$ cat config.mk
export PLATFORM = sky130hd
export DESIGN_NAME = dual_stack_shared_store_core_flat
export DESIGN_NICKNAME = d
export VERILOG_FILES = /design/src/sv/dsss_pkg.sv /design/src/sv/dsss_req_if.sv /design/src/sv/dsss_rsp_if.sv /design/src/sv/dual_stack_shared_store_core.sv /design/src/sv/dsss_ram.sv /design/src/sv/dsss_ctrl.sv /design/src/sv/dsss_dp.sv /design/src/flat_wrapper.sv
export SDC_FILE = /design/constraint.sdc
export NUM_CORES = 2
export LEC_CHECK = 0
export BUFFER_PORTS_ARGS = -buffer_cell sky130_fd_sc_hd__buf_4
export CAP_MARGIN = 5
export CORE_ASPECT_RATIO = 1.1
export CORE_MARGIN = 8
export CORE_UTILIZATION = 40
export DETAILED_ROUTE_END_ITERATION = 8
export GPL_TIMING_DRIVEN = 0
export PLACE_DENSITY = 0.56
export SYNTH_ARGS = -nofsm -noshare
export SYNTH_HDL_FRONTEND = slang
export SYNTH_SLANG_ARGS = --single-unit
$ cat constraint.sdc
create_clock -name clk_i -period 6.99 [get_ports clk_i]
set_clock_uncertainty 0.2 [all_clocks]
set_input_delay 0.699 -clock clk_i [delete_from_list [all_inputs] [get_ports clk_i]]
set_output_delay 0.699 -clock clk_i [all_outputs]
set_load 0.01 [all_outputs]
$ cat src/sv/dsss_pkg.sv
`timescale 1ns / 1ps

package dsss_pkg;

  // store geometry
  localparam int unsigned Depth  = 64;
  localparam int unsigned AddrW  = (Depth > 1) ? $clog2(Depth) : 1;
  localparam int unsigned CntW   = $clog2(Depth + 1);
  localparam int unsigned SumW   = CntW + 1;

  // payload widths
  localparam int unsigned FuncW   = 2;
  localparam int unsigned KeyW    = 32;
  localparam int unsigned StatusW = 2;
  localparam int unsigned TotalW  = 7;

  // operation codes
  typedef enum logic [FuncW-1:0] {
    OpPush  = 2'd0,
    OpPop   = 2'd1,
    OpClear = 2'd2
  } op_e;

  // result status codes
  typedef enum logic [StatusW-1:0] {
    StOk    = 2'd0,
    StFull  = 2'd1,
    StEmpty = 2'd2
  } status_e;

  // controller to datapath commands
  typedef struct packed {
    logic load;     // item accepted this cycle
    logic capture;  // store read data is valid
  } dsss_cmd_t;

endpackage

$ cat src/sv/dsss_req_if.sv
`timescale 1ns / 1ps

interface dsss_req_if;
  import dsss_pkg::*;

  logic               valid;
  logic               ready;
  logic [FuncW-1:0]   func;
  logic               stack_sel;
  logic signed [KeyW-1:0] push_key;

  modport source (output valid, output func, output stack_sel, output push_key,
                  input ready);
  modport sink   (input valid, input func, input stack_sel, input push_key,
                  output ready);
endinterface

$ cat src/sv/dsss_rsp_if.sv
`timescale 1ns / 1ps

interface dsss_rsp_if;
  import dsss_pkg::*;

  logic                   valid;
  logic                   ready;
  logic [StatusW-1:0]     status;
  logic signed [KeyW-1:0] pop_key;
  logic [TotalW-1:0]      total_count;

  modport source (output valid, output status, output pop_key, output total_count,
                  input ready);
  modport sink   (input valid, input status, input pop_key, input total_count,
                  output ready);
endinterface

$ cat src/sv/dual_stack_shared_store_core.sv
`timescale 1ns / 1ps

// channel  dir  modport  payload
// req_i    in   sink     func, stack_sel, push_key
// rsp_o    out  source   status, pop_key, total_count
//
// one item at a time: accept, store read, result; the result then waits
// for rsp_o.ready before the next item is accepted
// the single registered read port of the key store sets the store read step
// reset clears both stack pointers; the key store itself is not cleared
// req_i.ready stays low from acceptance until the result is taken

module dual_stack_shared_store_core (
  input  logic       clk_i,
  input  logic       rst_ni,
  dsss_req_if.sink   req_i,
  dsss_rsp_if.source rsp_o
);
  import dsss_pkg::*;

  dsss_cmd_t cmd;

  dsss_ctrl u_ctrl (
    .clk_i       (clk_i),
    .rst_ni      (rst_ni),
    .req_valid_i (req_i.valid),
    .req_ready_o (req_i.ready),
    .rsp_valid_o (rsp_o.valid),
    .rsp_ready_i (rsp_o.ready),
    .cmd_o       (cmd)
  );

  dsss_dp u_dp (
    .clk_i         (clk_i),
    .rst_ni        (rst_ni),
    .cmd_i         (cmd),
    .func_i        (req_i.func),
    .stack_sel_i   (req_i.stack_sel),
    .push_key_i    (req_i.push_key),
    .status_o      (rsp_o.status),
    .pop_key_o     (rsp_o.pop_key),
    .total_count_o (rsp_o.total_count)
  );

  // no new item while a result is pending
  assert property (@(posedge clk_i) disable iff (!rst_ni)
    rsp_o.valid |-> !req_i.ready)
    else $error("item accepted while a result is pending");

  // an accepted item blocks the input on the next cycle
  assert property (@(posedge clk_i) disable iff (!rst_ni)
    cmd.load |=> !req_i.ready)
    else $error("input still open after accept");

  // a failed operation returns a zero key
  assert property (@(posedge clk_i) disable iff (!rst_ni)
    (rsp_o.valid && rsp_o.status != StOk) |-> (rsp_o.pop_key == '0))
    else $error("nonzero key on failed operation");

  // store read data is captured in the cycle after the accept
  assert property (@(posedge clk_i) disable iff (!rst_ni)
    cmd.load |=> cmd.capture)
    else $error("capture does not follow accept");

endmodule

$ cat src/sv/dsss_ram.sv
`timescale 1ns / 1ps

module dsss_ram #(
  parameter int unsigned Width = 32,
  parameter int unsigned Depth = 64
) (
  input  logic                                      clk_i,
  input  logic                                      we_i,
  input  logic [((Depth > 1) ? $clog2(Depth) : 1)-1:0] waddr_i,
  input  logic [Width-1:0]                          wdata_i,
  input  logic                                      re_i,
  input  logic [((Depth > 1) ? $clog2(Depth) : 1)-1:0] raddr_i,
  output logic [Width-1:0]                          rdata_o
);

  logic [Width-1:0] mem_q [Depth];
  logic [Width-1:0] rdata_q;

  // one write port, one registered read port
  always_ff @(posedge clk_i) begin
    if (we_i) begin
      mem_q[waddr_i] <= wdata_i;
    end
    if (re_i) begin
      rdata_q <= mem_q[raddr_i];
    end
  end

  assign rdata_o = rdata_q;

endmodule

$ cat src/sv/dsss_ctrl.sv
`timescale 1ns / 1ps

module dsss_ctrl (
  input  logic                clk_i,
  input  logic                rst_ni,
  input  logic                req_valid_i,
  output logic                req_ready_o,
  output logic                rsp_valid_o,
  input  logic                rsp_ready_i,
  output dsss_pkg::dsss_cmd_t cmd_o
);
  import dsss_pkg::*;

  typedef enum logic [1:0] {
    StIdle,
    StRead,
    StOut
  } state_e;

  state_e state_q;
  logic   ready_q;
  logic   valid_q;

  // state and registered handshake outputs
  always_ff @(posedge clk_i or negedge rst_ni) begin
    if (!rst_ni) begin
      state_q <= StIdle;
      ready_q <= 1'b1;
      valid_q <= 1'b0;
    end else begin
      unique case (state_q)
        StIdle: begin
          if (req_valid_i) begin
            state_q <= StRead;
            ready_q <= 1'b0;
          end
        end
        StRead: begin
          state_q <= StOut;
          valid_q <= 1'b1;
        end
        StOut: begin
          if (rsp_ready_i) begin
            state_q <= StIdle;
            valid_q <= 1'b0;
            ready_q <= 1'b1;
          end
        end
        default: begin
          state_q <= StIdle;
          ready_q <= 1'b1;
          valid_q <= 1'b0;
        end
      endcase
    end
  end

  assign req_ready_o   = ready_q;
  assign rsp_valid_o   = valid_q;
  assign cmd_o.load    = req_valid_i & ready_q;
  assign cmd_o.capture = (state_q == StRead);

endmodule

$ cat src/sv/dsss_dp.sv
`timescale 1ns / 1ps

module dsss_dp (
  input  logic                                 clk_i,
  input  logic                                 rst_ni,
  input  dsss_pkg::dsss_cmd_t                  cmd_i,
  input  logic [dsss_pkg::FuncW-1:0]           func_i,
  input  logic                                 stack_sel_i,
  input  logic signed [dsss_pkg::KeyW-1:0]     push_key_i,
  output logic [dsss_pkg::StatusW-1:0]         status_o,
  output logic signed [dsss_pkg::KeyW-1:0]     pop_key_o,
  output logic [dsss_pkg::TotalW-1:0]          total_count_o
);
  import dsss_pkg::*;

  localparam logic [AddrW-1:0] LastAddr = AddrW'(Depth - 1);

  logic [CntW-1:0]    lower_q, lower_d;
  logic [CntW-1:0]    upper_q, upper_d;
  logic [SumW-1:0]    used;
  logic               full;
  logic [CntW-1:0]    lower_dec, upper_dec;
  logic               we, re, pop_ok;
  logic [AddrW-1:0]   waddr, raddr;
  logic [StatusW-1:0] status_d;
  logic [SumW-1:0]    sum_d;
  logic [StatusW-1:0] status_q;
  logic               pop_ok_q;
  logic [TotalW-1:0]  total_q;
  logic [KeyW-1:0]    pop_key_q;
  logic [KeyW-1:0]    rdata;

  assign used      = {1'b0, lower_q} + {1'b0, upper_q};
  assign full      = (used >= SumW'(Depth));
  assign lower_dec = lower_q - CntW'(1);
  assign upper_dec = upper_q - CntW'(1);

  // next counts, store access and status for the current item
  always_comb begin
    lower_d  = lower_q;
    upper_d  = upper_q;
    we       = 1'b0;
    re       = 1'b0;
    pop_ok   = 1'b0;
    waddr    = lower_q[AddrW-1:0];
    raddr    = lower_dec[AddrW-1:0];
    status_d = StOk;
    unique case (func_i)
      OpPush: begin
        if (full) begin
          status_d = StFull;
        end else if (!stack_sel_i) begin
          we      = 1'b1;
          waddr   = lower_q[AddrW-1:0];
          lower_d = lower_q + CntW'(1);
        end else begin
          we      = 1'b1;
          waddr   = LastAddr - upper_q[AddrW-1:0];
          upper_d = upper_q + CntW'(1);
        end
      end
      OpPop: begin
        if (!stack_sel_i) begin
          if (lower_q == '0) begin
            status_d = StEmpty;
          end else begin
            re      = 1'b1;
            pop_ok  = 1'b1;
            raddr   = lower_dec[AddrW-1:0];
            lower_d = lower_dec;
          end
        end else begin
          if (upper_q == '0) begin
            status_d = StEmpty;
          end else begin
            re      = 1'b1;
            pop_ok  = 1'b1;
            raddr   = LastAddr - upper_dec[AddrW-1:0];
            upper_d = upper_dec;
          end
        end
      end
      OpClear: begin
        lower_d = '0;
        upper_d = '0;
      end
      default: begin
      end
    endcase
  end

  assign sum_d = {1'b0, lower_d} + {1'b0, upper_d};

  // stack pointers
  always_ff @(posedge clk_i or negedge rst_ni) begin
    if (!rst_ni) begin
      lower_q <= '0;
      upper_q <= '0;
    end else if (cmd_i.load) begin
      lower_q <= lower_d;
      upper_q <= upper_d;
    end
  end

  // result registers
  always_ff @(posedge clk_i) begin
    if (cmd_i.load) begin
      status_q <= status_d;
      pop_ok_q <= pop_ok;
      total_q  <= TotalW'(sum_d);
    end
    if (cmd_i.capture) begin
      pop_key_q <= pop_ok_q ? rdata : '0;
    end
  end

  dsss_ram #(
    .Width (KeyW),
    .Depth (Depth)
  ) u_store (
    .clk_i   (clk_i),
    .we_i    (cmd_i.load & we),
    .waddr_i (waddr),
    .wdata_i (push_key_i),
    .re_i    (cmd_i.load & re),
    .raddr_i (raddr),
    .rdata_o (rdata)
  );

  assign status_o      = status_q;
  assign pop_key_o     = pop_key_q;
  assign total_count_o = total_q;

endmodule

$ cat src/flat_wrapper.sv
// flat-port wrapper written by rule: the top's interface ports become plain ports
module dual_stack_shared_store_core_flat import dsss_pkg::*;
  (clk_i, rst_ni, req_i_valid, req_i_func, req_i_stack_sel, req_i_push_key, req_i_ready, rsp_o_valid, rsp_o_status, rsp_o_pop_key, rsp_o_total_count, rsp_o_ready);
  dsss_req_if req_i_i ();
  dsss_rsp_if rsp_o_i ();
  input  logic clk_i;
  input  logic rst_ni;
  input wire logic [$bits(req_i_i.valid)-1:0] req_i_valid;
  input wire logic [$bits(req_i_i.func)-1:0] req_i_func;
  input wire logic [$bits(req_i_i.stack_sel)-1:0] req_i_stack_sel;
  input wire logic [$bits(req_i_i.push_key)-1:0] req_i_push_key;
  output wire logic [$bits(req_i_i.ready)-1:0] req_i_ready;
  output wire logic [$bits(rsp_o_i.valid)-1:0] rsp_o_valid;
  output wire logic [$bits(rsp_o_i.status)-1:0] rsp_o_status;
  output wire logic [$bits(rsp_o_i.pop_key)-1:0] rsp_o_pop_key;
  output wire logic [$bits(rsp_o_i.total_count)-1:0] rsp_o_total_count;
  input wire logic [$bits(rsp_o_i.ready)-1:0] rsp_o_ready;
  assign req_i_i.valid = req_i_valid;
  assign req_i_i.func = req_i_func;
  assign req_i_i.stack_sel = req_i_stack_sel;
  assign req_i_i.push_key = req_i_push_key;
  assign req_i_ready = req_i_i.ready;
  assign rsp_o_valid = rsp_o_i.valid;
  assign rsp_o_status = rsp_o_i.status;
  assign rsp_o_pop_key = rsp_o_i.pop_key;
  assign rsp_o_total_count = rsp_o_i.total_count;
  assign rsp_o_i.ready = rsp_o_ready;
  dual_stack_shared_store_core u_core (.clk_i(clk_i), .rst_ni(rst_ni), .req_i(req_i_i), .rsp_o(rsp_o_i));
endmodule
==> impl_metrics.ini <==
[yosys]
netlist-cell-type-count = 83
synth_top_family_by_area = simple AND/OR/NAND/NOR gates
yosys.area_share.simple_pct = 13.4
synth-edff-count = 2122
synth-compound-area-share_pct = 5.43
syn_nets = 6153
synth_area_per_cell_um2 = 14.0
synth-async-reset-ratio_pct = 0.841
synth_mux_area_share_pct = 3.09
synth_area_mm2 = 0.0853
yosysWarnings = 0
synthesis.instances = 6095
ys.flop_type = edfxtp_1
ys_seq_area_share_pct = 75.2
synthAdderAreaFrac_pct = 0.296
ys_ff_latch = 2140
synth_xor_area_share_pct = 0.185

[power]
p_leak_nw = 32.4
p_per_area_mw_per_mm2 = 451
ir_drop_v = 0.000293
power.total_mw = 44.4

[detailed_routing]
drc = 0
antenna_left = 0
drt_iter0_markers = 8179
wl_um = 318000
vias = 57400
dr.pass1.iters = 9
vias_per_cell = 6.08
wl_per_cell_um = 33.7

[worst_setup_path]
critical_path_class = reg -> reg
start_kind = flip-flop
rr_startpoint = u_core.u_dp.upper_q[0]
worstPathArrival_ns = 6.96
cp-startpoint = u_core.u_dp.upper_q[0]
required_ns = 7.36
reg2reg_to = u_core.u_dp.u_store.rdata_o[16]
cp-end-kind = flip-flop
r2r_cells = 14
ff2ff_setup_slack_ns = 0.41
crit_path_end = u_core.u_dp.u_store.rdata_o[16]
path_max_fanout = 10

[placed_design]
numPortBuffers = 81
dp_hpwl_um = 217000
place.gp.congestion = 0.915
placed_area_mm2 = 0.0918
place_ws_ns = 0.642

[global_route]
antenna_found_initial = 27
use_met2_pct = 43.8
grt_util_met1_pct = 33.7
grt_max_degree = 65
grt_use_total_pct = 26.8
busiest_layer = met2
grt_pass1_vias = 53900
grt_pass1_wl_um = 432000
met3_usage_pct = 5.57
overflow = 0

[min_path]
min_path_type = in -> async

[clock_network]
cts_resized = 0
cts_sinks = 2140
clk_latency_ns = 0.88
cts_tree = done
cts_hold_buf = 3
path_clk_slew_ns = 0.06
clock-root-buffer = clkbuf_16
numCtsBuffers = 207
clockBufferDepth = 3
htree_levels = 4
post_cts_buffers = 0

[timing]
max_slew_margin_pct = 4.59
setup_tns_ns = 0
worst_pin_slew_ns = 1.43
min_period_over_period_pct = 94.2
final.min_clock_period_ns = 6.58
max_freq_mhz = 152
rsz0062_at_grt = false
finalHoldViolCount = 0
setup_ws_ns = 0.406
slew_viol_final = 0
setup_violations = 0

[floorplan]
io-pin-count = 82
die_w_um = 456
initial_utilization_pct = 40.1
die-area_mm2 = 0.228
die_h_um = 500
core_mm2 = 0.213
rows = 178

[outcome]
outcome = finished clean

[layout]
stdcell_area_mm2 = 0.0983
nNetsFinal = 6535
layout_commonest_cell = edfxtp_1
final_cell_mix = edfxtp_1, nand2_1, nand3_1, mux2i_1, clkbuf_1
drive_gt1_share_pct = 10.9
syn_to_final_growth_pct = 15.2

[run]
drv_cap = 0
[kinds of logic (layout without fill, tap and decap cells)]
group | count (synthesis) | after routing
adders and majority gates | 19 | 19
xor gates and xnor gates | 18 | 18
AOI/OAI and AO/OA | 650 | 650
DFF | 2140 | 2140
muxes | 263 | 263
and+or+nand+nor | 2579 | 2579
buffers and inverters | 426 | 977
other | 0 | 15
[worst min path at each step]
stage | startpoint | end | slack [ns] | cells past startpoint
after floorplan | rst_ni | u_core.u_ctrl.rsp_valid_o | 0.20 | 0
after global placement | u_core.u_ctrl.rsp_valid_o | u_core.u_ctrl.rsp_valid_o | 0.27 | 1
after detailed placement | u_core.u_ctrl.rsp_valid_o | u_core.u_ctrl.rsp_valid_o | 0.27 | 1
after CTS | rst_ni | u_core.u_ctrl.rsp_valid_o | 0.003 | 2
after global routing | rst_ni | u_core.u_ctrl.rsp_valid_o | 0.05 | 2
final | rst_ni | u_core.u_ctrl.rsp_valid_o | 0.05 | 2
[stage by stage]
stage / hold slack, ns / util [%] / instances
after detailed placement: 0.273 / 43.1 / 9055
final: 0.0466 / 46.2 / 9451
after CTS: 0.00264 / 46.2 / 9436
after floorplan: 0.203 / - / 6095
after global routing: 0.0502 / 46.2 / 9437
after global placement: 0.267 / 42.0 / 8966
[area by class of cell]
cell class,count,area (um^2)
diodes,15,37.5
plain buffers,404,1940
clock buffers,261,5450
clock inverters,117,991
fillers,18800,115000
inverters,22,82.6
multi-input cells,3529,19700
flip-flops and latches,2140,64200
well taps,2790,3490
repair buffers,173,2470
[routing by layer]
metal	vias up	share of wire [%]
met5	-	0.0097
met4	6	6.0
met3	741	10
met2	3663	47
met1	29100	37
li1	23900	-
[power breakdown]
part           internal [mW]  total, mW  switching (mW)
sequential              14.5       14.6          0.0999
clock                   6.02       10.9            4.92
combinational           4.53       18.9            14.3
[worst max-delay path, stage by stage (launching register included)]
cell and delay (ns):
dfrtp_1 0.42, clkbuf_1 0.47, inv_1 0.17, ha_1 0.33, nor3b_2 0.23, a22oi_1 0.89, and2_1 0.25, buf_4 0.16
buf_4 0.25, buf_2 0.54, mux2i_1 0.25, o22ai_1 0.10, o21ai_0 0.86, nand4_1 0.53, or3_1 0.59
[cell usage after synthesis (6+ instances only)]
| cell | count | area share (%) |
|---|---|---|
| inv_1 | 21 | 0.092 |
| buf_2 | 137 | 0.80 |
| nand3_1 | 756 | 4.4 |
| ha_1 | 17 | 0.25 |
| a221oi_1 | 51 | 0.52 |
| xnor2_1 | 13 | 0.13 |
| and3_1 | 21 | 0.15 |
| and2_1 | 43 | 0.32 |
| buf_1 | 21 | 0.092 |
| or4_1 | 9 | 0.079 |
| a211oi_1 | 16 | 0.14 |
| o31ai_1 | 8 | 0.070 |
| buf_6 | 18 | 0.24 |
| a222oi_1 | 20 | 0.23 |
| buf_4 | 31 | 0.27 |
| a22o_1 | 11 | 0.11 |
| or3_1 | 28 | 0.21 |
| o22ai_1 | 82 | 0.60 |
| o21ai_0 | 119 | 0.70 |
| edfxtp_1 | 2122 | 75 |
| o32ai_1 | 6 | 0.062 |
| a21o_1 | 9 | 0.079 |
| a21oi_1 | 50 | 0.29 |
| mux2i_1 | 261 | 3.1 |
| clkbuf_1 | 197 | 0.87 |
| a22oi_1 | 56 | 0.49 |
| a32oi_1 | 104 | 1.1 |
| a31oi_1 | 67 | 0.49 |
| dfrtp_1 | 17 | 0.50 |
| nand4_1 | 143 | 1.0 |
| nor3_1 | 14 | 0.082 |
| nor4_1 | 7 | 0.051 |
| nand2_1 | 1434 | 6.3 |
| nor2_1 | 89 | 0.39 |
[flip-flops by register name, summed over array words and instances (netlist names)]
register                     count
u_core.u_dp.u_store.mem_q     2048
u_core.u_dp.pop_key_o           32
u_core.u_dp.u_store.rdata_o     32
u_core.u_dp.lower_q              7
u_core.u_dp.total_count_o        7
u_core.u_dp.upper_q              7
u_core.u_ctrl.state_q            2
u_core.u_dp.status_o             2
u_core.u_ctrl.req_ready_o        1
u_core.u_ctrl.rsp_valid_o        1
u_core.u_dp.pop_ok_q             1
(Power assumes the default switching activity.)
